### config.mk
export PLATFORM = sky130hd
export DESIGN_NAME = ple_cell
export DESIGN_NICKNAME = d
export VERILOG_FILES = /design/src/positional_list_engine_macros.svh /design/src/ple_pkg.sv /design/src/ple_cell.sv
export SDC_FILE = /design/constraint.sdc
export NUM_CORES = 1
export LEC_CHECK = 0
export BUFFER_PORTS_ARGS = -buffer_cell sky130_fd_sc_hd__buf_4
export CAP_MARGIN = 20
export CORE_UTILIZATION = 40
export DETAILED_ROUTE_END_ITERATION = 10
export PLACE_DENSITY = 0.78
export SLEW_MARGIN = 40
export SYNTH_ARGS = -nofsm -noshare
export SYNTH_HDL_FRONTEND = slang
export SYNTH_SLANG_ARGS = --single-unit
### constraint.sdc
create_clock -name clk_i -period 4 [get_ports clk_i]
set_input_delay 1.2 -clock clk_i [delete_from_list [all_inputs] [get_ports clk_i]]
set_output_delay 1.2 -clock clk_i [all_outputs]
set_load 0.02 [all_outputs]
### src/positional_list_engine_macros.svh
// assertion macros for the positional list engine
`ifndef POSITIONAL_LIST_ENGINE_MACROS_SVH
`define POSITIONAL_LIST_ENGINE_MACROS_SVH

`ifndef SYNTHESIS
// implication or plain property checked on every clock outside reset
`define PLE_ASSERT(label, prop, msg) \
  label: assert property (@(posedge clk_i) disable iff (!rst_ni) (prop)) else $error(msg);
// condition that must never be seen outside reset
`define PLE_ASSERT_NEVER(label, cond, msg) \
  label: assert property (@(posedge clk_i) disable iff (!rst_ni) !(cond)) else $error(msg);
`else
`define PLE_ASSERT(label, prop, msg)
`define PLE_ASSERT_NEVER(label, cond, msg)
`endif

`endif

### src/ple_pkg.sv
`default_nettype none

package ple_pkg;

  localparam int unsigned CAPACITY_DEF = 128;
  localparam int unsigned DATA_W       = 32;
  localparam int unsigned POS_W        = 8;

  // per-cell command broadcast along the row
  typedef enum logic [2:0] {
    CELL_HOLD,
    CELL_SET,
    CELL_INS,
    CELL_DEL,
    CELL_LOAD,
    CELL_SHIFT
  } cell_op_e;

  typedef struct packed {
    cell_op_e         op;
    logic [POS_W-1:0] pos;
    logic [DATA_W-1:0] val;
  } cell_ctrl_t;

endpackage

`default_nettype wire

### src/ple_cell.sv
`default_nettype none

module ple_cell #(
  parameter int unsigned IDX   = 0,
  parameter int unsigned CNT_W = 8
) (
  input  wire logic                          clk_i,
  input  wire ple_pkg::cell_ctrl_t           ctrl_i,
  input  wire logic [CNT_W-1:0]              count_i,
  input  wire logic [ple_pkg::DATA_W-1:0]    left_i,
  input  wire logic [ple_pkg::DATA_W-1:0]    right_i,
  input  wire logic [ple_pkg::DATA_W-1:0]    shadow_right_i,
  output logic      [ple_pkg::DATA_W-1:0]    entry_o,
  output logic      [ple_pkg::DATA_W-1:0]    shadow_o
);

  logic [ple_pkg::DATA_W-1:0] entry_q, entry_d;
  logic [ple_pkg::DATA_W-1:0] shadow_q, shadow_d;
  logic at_pos, from_left, from_right;
  logic ins_span, del_span;

  // 1-based position compare against this cell's own slot
  assign at_pos     = (32'(ctrl_i.pos) == 32'(IDX) + 32'd1);
  assign from_left  = (32'(IDX) >= 32'(ctrl_i.pos));
  assign from_right = (32'(IDX) + 32'd1 >= 32'(ctrl_i.pos));
  // only cells up to one past the old last entry move up, cells further out keep their value
  assign ins_span   = (32'(IDX) <= 32'(count_i));
  // the old last cell keeps its value on a shift down
  assign del_span   = (32'(IDX) + 32'd2 <= 32'(count_i));

  always_comb begin
    entry_d  = entry_q;
    shadow_d = shadow_q;
    case (ctrl_i.op)
      ple_pkg::CELL_SET: begin
        if (at_pos) entry_d = ctrl_i.val;
      end
      ple_pkg::CELL_INS: begin
        if (at_pos) begin
          entry_d = ctrl_i.val;
        end else if (from_left && ins_span) begin
          entry_d = left_i;
        end
      end
      ple_pkg::CELL_DEL: begin
        if (from_right && del_span) entry_d = right_i;
      end
      ple_pkg::CELL_LOAD:  shadow_d = entry_q;
      ple_pkg::CELL_SHIFT: shadow_d = shadow_right_i;
      default: ;
    endcase
  end

  always_ff @(posedge clk_i) begin
    entry_q  <= entry_d;
    shadow_q <= shadow_d;
  end

  assign entry_o  = entry_q;
  assign shadow_o = shadow_q;

endmodule

`default_nettype wire

=== After elaboration in Yosys (flattened, before gate mapping) ===
Cells that the tools add are included.

* $lt $le $gt $ge: 3
* Eq/ne operators: 9
* Multiplexer cells: 6
* Reductions and logical operators: 4

{| class="wikitable"
|+ Operators by type and width
! kind !! number
|-
| 2-to-1 mux 32 bit || 4
|-
| one-hot mux 32 bit (3 select lines) || 1
|-
| one-hot mux 32 bit (2 select lines) || 1
|-
| >= comparator 1 x 8 -> 1 bit (first input constant) || 2
|-
| equality test 8 x 1 -> 1 bit (second input constant) || 1
|-
| less-or-equal comparator 2 x 8 -> 1 bit (first input constant) || 1
|-
| equality test 3 x 2 -> 1 bit (second input constant) || 2
|-
| equality test 3 bit (second input constant) || 2
|-
| inequality test 2 bit (second input constant) || 2
|-
| AND reduction 4 bit || 1
|-
| equality test 3 x 1 -> 1 bit (second input constant) || 1
|-
| inequality test 3 bit (second input constant) || 1
|-
| nonzero test 3 bit || 1
|-
| nonzero test 2 bit || 1
|-
| logical AND 1 bit || 1
|}

* Flip-flop bits (word level): 64
* Input port bits: 148
* Output and inout bits: 64
* Logic and storage cells: 24

=== Longest topological paths before layout ===
Gate-level depths: netlist (run 1).

* Depth in word-level cells: 4
* Depth in mapped cells: 5
* Depth with buffers taken out: 3

=== Worst setup path after synthesis (run 1) ===
OpenSTA, ideal clock, no wires.

* Kind: input to register
* Start: input ctrl_i[40] (netlist bit)
* End: register entry_q (netlist bit entry_o[0]) (enable)
* Arrival: 3,529 ps
* Path slack: 39 ps
* Stages on the path: 4
* Buffers on the path: 2
* Path through: buf_2 -> clkbuf_1 -> nand3b_1 -> a21oi_1

* Word-level cells in the longest chain between the ends: 3
* Elaborated cells on any way between the ends: 8
* Those cells by class: eq/ne: 6; reduce/logical: 2

{| class="wikitable"
|+ Ends and longest elaborated chain
! what !! line !! RTL
|-
| start: declaration || ple_cell.sv:8 || <nowiki>input wire ple_pkg::cell_ctrl_t ctrl_i,</nowiki>
|-
| equality test 3 x 2 -> 1 bit or equality test 3 x 1 -> 1 bit (tied branches) || ple_cell.sv:34 || <nowiki>case (ctrl_i.op)</nowiki>
|-
| inequality test 3 bit (no source line) (tied with other cells) || -- ||
|-
| AND reduction 4 bit (no source line) * || -- ||
|-
| end signal: assignment || ple_cell.sv:55 || <nowiki>entry_q <= entry_d;</nowiki>
|-
| end: declaration || ple_cell.sv:17 || <nowiki>logic [ple_pkg::DATA_W-1:0] entry_q, entry_d;</nowiki>
|}

Mark *: on every way between the ends. The rest lies on a longest branch, timed or not.
A chain may end at the register's enable or synchronous reset.

=== Worst setup path in the final report (run 1) ===
* Start: input ctrl_i[40] (netlist bit)
* End: register entry_q (netlist bit entry_o[13]), data pin

* Word-level cells in the longest chain between the ends: 2
* Elaborated cells on any way between the ends: 4
* Those cells by class: eq/ne: 3; mux: 1

{| class="wikitable"
|+ Ends and longest elaborated chain
! what !! line
|-
| equality test 3 x 2 -> 1 bit or equality test 3 x 1 -> 1 bit (tied branches) || ple_cell.sv:34
|-
| one-hot mux 32 bit (3 select lines) * || ple_cell.sv:34
|-
| via entry_d, one bit || ple_cell.sv:17
|}

Mark *: on every way through the listed nets, which the timed path passes. The rest lies on a longest branch.

==> results.md, run 1 <==
- Slowest stage cell, crit path: nand3b_1
- Clock Pin Slew Worst Setup and Hold Paths: about 60 ps
- WL/cell: a little over 20 um
- Drt total wl: between 10000 and 15000 um
- Worst-Margin Slew: around 650 ps
- Unrepaired setup endpoints after global routing: false
- Cells after DPL: roughly 570
- Final Instance Area: 0.00542 sq mm
- Fin crit share: 0.680
- Yosys warns: 0
- Critical Path AT: 2780 ps
- Minimum clock period: around 2700 ps
- # resized after CTS: 0
- Slew headroom: 0.562
- Core Box Area: roughly 0.0087 sq mm
- Worst r2r src: entry_o[20]
- Kind of critical path: primary input to flip-flop
- Clk_lat worst skew: between 300 and 400 ps
- Crit-path cells: buf_4, nand3b_1, buf_4, o22ai_1, nor3_1
- Mapped Nets: about 420
- Peak VDD IR: 0.000125 V
- Clk buf depth: 2
- Min-delay src: entry_o[13]
- DPL Wire Length: 8250 um
- Delay of the slowest critical-path stage: between 500 and 600 ps
- Setup crit end kind: flip-flop
- Fin Clk Skew: roughly 9 ps
- Die X: between 90 and 100 um
- Hold_buf cts: 0
- Root buffer cell: clkbuf_8
- Gr usage total: 0.248
- Flop2flop setup slack: around 3000 ps
- Max-cap violation count: 0
- Initial DRC Count: ~150
- Synth Register Bits: 64
- Port Buffer Count: 210
- Gate Count Post-Synth: 274
- Finished Layout Cells: roughly 600
- Reg2reg end: shadow_o[20]
- # DRC: 0
- FILL cells: 696
- Pre-CTS setup slack: 948 ps
- Placer Congestion: between 0.8 and 0.9
- Total power after layout: between 0.001 and 0.0015 W
- Power Density: about 270 mW/mm^2
- Hold path depth: 1
- Detailed-router iteration count before antenna repair: 4
- N_diodes: 0
- CP Launch Type: primary input
- Pin count of the biggest net entering global routing: 38
- Fmax: around 0.37 GHz
- Initial core utilization: 0.413
- Sequential area share after synthesis: 0.537
- Setup TNS: 0 ps
- Layout Area Growth over Synthesis: 51.2%
- CTS tree: done
- Setup ws final: approximately 1300 ps
- CP max FO: 32
- Status: complete, no violations
- Top-level port count: 212
- Die Y: between 90 and 100 um
- Detail Route Antenna Nets: 0
- Setup Buffers After CTS: 0
- Clock sink count: 64
- Worst setup path startpoint: ctrl_i[40]
- Htree depth: 3
- First-pass GRT wire length: 18200 um
- Congestion Overflow GR: 0
- CP required: just over 4000 ps
- Static Leak: between 2 and 2.5 nW
- FF-to-FF path depth: 1
- Dpl cell area: around 0.0053 sq mm
- Total CTS buffers: 9
- # nets final: 620
- FP Rows: 34
- Synth cell types: 21
- Most frequent CP cell: buf_4
- Synthesized cell area: ~0.0036 sq mm
- Hold Fails Final Rpt: 0
- Hold path endpoint: shadow_o[13]
- Via count: ~3500
- Initial antenna violation count: 0
- Die ar.: between 0.009 and 0.01 sq mm
- Tightest Hold Check Type: flip-flop to flip-flop
- Final setup violation count: 0
- Layout cell share with drive strength beyond 1: 0.630
- Vias in the first global route: between 3000 and 4000
- DR vias/cell: around 6.0
- Final slew viol count: 0
- Syn Area/Cell: approximately 13 sq um
==> cell usage after synthesis, drive strengths merged <==
cell type   n  area share
edfxtp     64        0.54
nor4       34        0.11
a2111oi    32       0.078
mux2       32        0.10
nor3       32       0.045
o22ai      32       0.056
clkbuf     18       0.019
buf        16       0.029
nand2       2      0.0021
nand3b      2      0.0042
nor2b       2      0.0035
or4         2      0.0052
or4b        2      0.0056
a21oi       1      0.0014
nand2b      1      0.0017
nor4b       1      0.0042
o21ai       1      0.0014
==> per-layer routing <==
| layer | global-route usage | wire (um) | vias to the layer above |
|---|---|---|---|
| met4 | 0.116 | 338 | 0 |
| li1 | - | - | 1566 |
| met2 | 0.418 | 6150 | 205 |
| met3 | 0.0636 | 916 | 27 |
| met5 | 0 | 0 | - |
| met1 | 0.296 | 4450 | 1692 |
==> state kept, by name (all words and copies together), names as in the netlist <==
register	cells
shadow_o	32
entry_o	32
==> worst max path at each step <==
stage / slack, ps / cells past startpoint / to
2_1_floorplan: 40 / 4 / entry_o[0]
3_3_place_gp: 840 / 4 / entry_o[0]
3_5_place_dp: 950 / 5 / entry_o[13]
4_1_cts: 1280 / 5 / entry_o[3]
5_1_grt: 1200 / 5 / entry_o[3]
6_report: 1280 / 5 / entry_o[13]
==> report_power, final <==
group / switching, W / internal (W) / leakage, nW
Combinational: 0.000121 / 0.000142 / 1.37
Clock: 0.000245 / 0.000215 / 0.0770
Sequential: 0.00000252 / 0.000750 / 0.600
Total: 0.000368 / 0.00111 / 2.05
==> worst max-delay path: cells and delay by family <==
family	cells	cell delay, ps
compound gates	1	160
buf+inv	2	760
simple gates	2	640
==> cell families (layout without fill, tap and decap cells) <==
family          after synthesis  after routing  synth area share
buf+inv                      34            236            0.0482
mux                          32             32             0.101
simple gates                 78             78             0.178
compound gates               66             66             0.137
flops                        64             64             0.536
==> per-stage QoR <==
stage,utilization,hold WS (ps)
after floorplan,-,717
after global placement,0.601,562
after detailed placement,0.606,559
after CTS,0.623,585
after global routing,0.624,596
final,0.624,585
==> layout by cell type (no fill, tap or decap), drive strengths merged <==
cell type,Yosys,routed
nor3,32,32
nor4,34,34
nor2b,2,2
edfxtp,64,64
buf,16,221
or4b,2,2
nand3b,2,2
nand2,2,2
a21oi,1,1
o21ai,1,1
a2111oi,32,32
clkinvlp,0,1
nand2b,1,1
nor4b,1,1
or4,2,2
mux2,32,32
o22ai,32,32
clkbuf,18,10
clkinv,0,4
==> final cells by class <==
cell class                 count  area [sq um]  area share
multi-input combinational    176          1530       0.283
clock buffer                  10           128      0.0236
tap                          108           135      0.0249
clock inverter                 5          25.0     0.00462
timing repair buffer         221          1670       0.309
sequential                    64          1920       0.355
Power figures use the tool's default switching activity.
==> inputs of run 2 (changes only) <==
==> constraint.sdc (replaced) <==
create_clock -name clk_i -period 2.48 [get_ports clk_i]
set_input_delay 0.744 -clock clk_i [delete_from_list [all_inputs] [get_ports clk_i]]
set_output_delay 0.744 -clock clk_i [all_outputs]
set_load 0.02 [all_outputs]
==> run 2 against run 1 <==
  * Power increased by 63%
  * Critical path depth rose by 1
  * Register-to-register slack got worse by 1500 ps
  * Die area unchanged
  * Clock power increased by 66%
  * Global-route usage increased by 0.18 points
  * Critical endpoint is now entry_o[17]
  * Highest routed layer unchanged
==> results.md, run 2 (synthesized netlist as in run 1, its figures left out) <==
- Drt total wl: 11700 um (-1.1%)
- Register area: 0.00192 sq mm (unchanged)
- Layout Area Growth over Synthesis: 54.1%
- Clock Pin Slew Worst Setup and Hold Paths: 70 ps (about the same)
- Area occupied by multi-input gates: 0.00153 sq mm (-0.41%)
- Finished Layout Cells: 595 (+1.9%)
- Initial DRC Count: 148 (-0.67%)
- Hold Fails Final Rpt: 0 (unchanged)
- Die Y: 96.6 um (unchanged)
- Tightest Hold Check Type: flip-flop to flip-flop
- Power Density: 437 mW/mm^2 (+60%)
- Detail Route Antenna Nets: 0 (unchanged)
- Hold path endpoint: shadow_o[25]
- Layout cell share with drive strength beyond 1: 0.639 (+0.00835)
- Port Buffer Count: 210 (unchanged)
- Setup ws final: 141 ps (-1140 ps)
- Commonest non-fill, non-tap cells in the layout: buf_4, edfxtp_1
- Total power after layout: 0.00241 W (+63%)
- Slew headroom: 0.493 (-0.0692)
- First-pass GRT wire length: 18400 um (+1.1%)
- Clk buf depth: 2 (unchanged)
- Hold_buf cts: 0 (unchanged)
- Pin count of the biggest net entering global routing: 67 (+76%)
- Worst-Margin Slew: 761 ps (+106 ps)
- # nets final: 630 (+1.6%)
- Met3 wire len: 723 um (-21%)
- Root buffer cell: clkbuf_8
- Initial core utilization: 0.413 (unchanged)
- CP max FO: 15 (-53%)
- Static Leak: 2.11 nW (+2.8%)
- Setup Buffers After CTS: 0 (unchanged)
- Clk_lat worst skew: 330 ps (about the same)
- Unrepaired setup endpoints after global routing: false
- Wl on met1: 4540 um (+1.8%)
- Fin Clk Skew: 8.65 ps (-0.521 ps)
- Fmax: between 0.4 and 0.5 GHz
- Highest routed layer: met4
- Flop2flop setup slack: 1520 ps (-1510 ps)
- Total CTS buffers: 9 (unchanged)
- DPL Wire Length: 8360 um (+1.3%)
- CTS tree: done
- Final setup violation count: 0 (unchanged)
- Core Box Area: 0.00868 sq mm (unchanged)
- DR vias/cell: 5.81 (-2.7%)
- Congestion Overflow GR: 0 (unchanged)
- Die X: 96.6 um (unchanged)
- Htree depth: 3 (unchanged)
- Fin crit share: 0.943
- CP required: 2560 ps (-1500 ps)
- # DRC: 0 (unchanged)
- Metal2 WL: 6190 um (+0.70%)
- Detailed-router iteration count before antenna repair: 4 (unchanged)
- Via count: 3459 (-0.89%)
- Worst r2r src: entry_o[17]
- Placer Congestion: 0.800 (-4.7%)
- Initial antenna violation count: 0 (unchanged)
- Setup TNS: 0 ps (unchanged)
- Gr usage total: 0.250 (+0.00183)
- Vias in the first global route: 3488 (-1.1%)
- Reg2reg end: shadow_o[17]
- Minimum clock period: about 2300 ps
- Setup crit end kind: flip-flop
- Cells after DPL: 579 (+1.9%)
- Top-level port count: 212 (unchanged)
- WL/cell: 19.7 um (-2.9%)
- Peak VDD IR: 0.000195 V (+57%)
- Critical Path AT: 2420 ps (-360 ps)
- FF-to-FF path depth: 1 (unchanged)
- Final slew viol count: 0 (unchanged)
- Clock sink count: 64 (unchanged)
- N_diodes: 0 (unchanged)
- Die ar.: 0.00934 sq mm (unchanged)
- FP Rows: 34 (unchanged)
- Status: complete, no violations
- FILL cells: 694 (-0.29%)
- Hold path depth: 1 (unchanged)
- Most common cell after layout, fill and taps aside: buf_4
- Max-cap violation count: 0 (unchanged)
- Kind of critical path: primary input to flip-flop
- Min-delay src: entry_o[25]
- Pre-CTS setup slack: -207 ps (-1160 ps)
- # resized after CTS: 0 (unchanged)
- CP Launch Type: primary input
==> run 2: per-stage QoR <==
stage          utilization  hold WS, ps  area [sq um]
4_1_cts              0.636          594          5520
6_report             0.636          593          5520
3_3_place_gp         0.611          564          5300
2_1_floorplan            -          717          3600
5_1_grt              0.636          612          5520
3_5_place_dp         0.617          575          5360
==> run 2: layout make-up <==
cell class / instances / share of cell area
flip-flops and latches: 64 / 0.348
multi-input cells: 176 / 0.277
clock inverters: 7 / 0.00703
repair buffers: 231 / 0.321
well taps: 108 / 0.0245
clock buffers: 9 / 0.0224
==> run 2: worst max path at each step <==
| stage | start | to | slack (ps) |
|---|---|---|---|
| floorplan | ctrl_i[35] | entry_o[0] | 60 |
| finish | count_i[1] | entry_o[17] | 140 |
| global placement | ctrl_i[35] | entry_o[18] | -120 |
| CTS | count_i[1] | entry_o[25] | 150 |
| detailed placement | count_i[1] | entry_o[22] | -210 |
| global route | count_i[1] | entry_o[31] | 100 |
==> run 2: where the power goes <==
part           total (W)  internal [W]  switching [W]
clock           0.000765      0.000352       0.000412
combinational   0.000432      0.000238       0.000194
sequential       0.00121       0.00121     0.00000385
total            0.00241       0.00180       0.000610
==> run 2: layer usage <==
layer | GRT usage | up-vias
met5 | 0 | -
met1 | 0.306 | 1676
met4 | 0.113 | 0
met2 | 0.424 | 174
li1 | - | 1589
met3 | 0.0513 | 20
==> run 2: worst max-delay path: stages <==
cell and delay [ps]:
buf_4 100, or4b_2 720, o21ai_0 330, a21oi_4 170, buf_16 190, buf_16 160
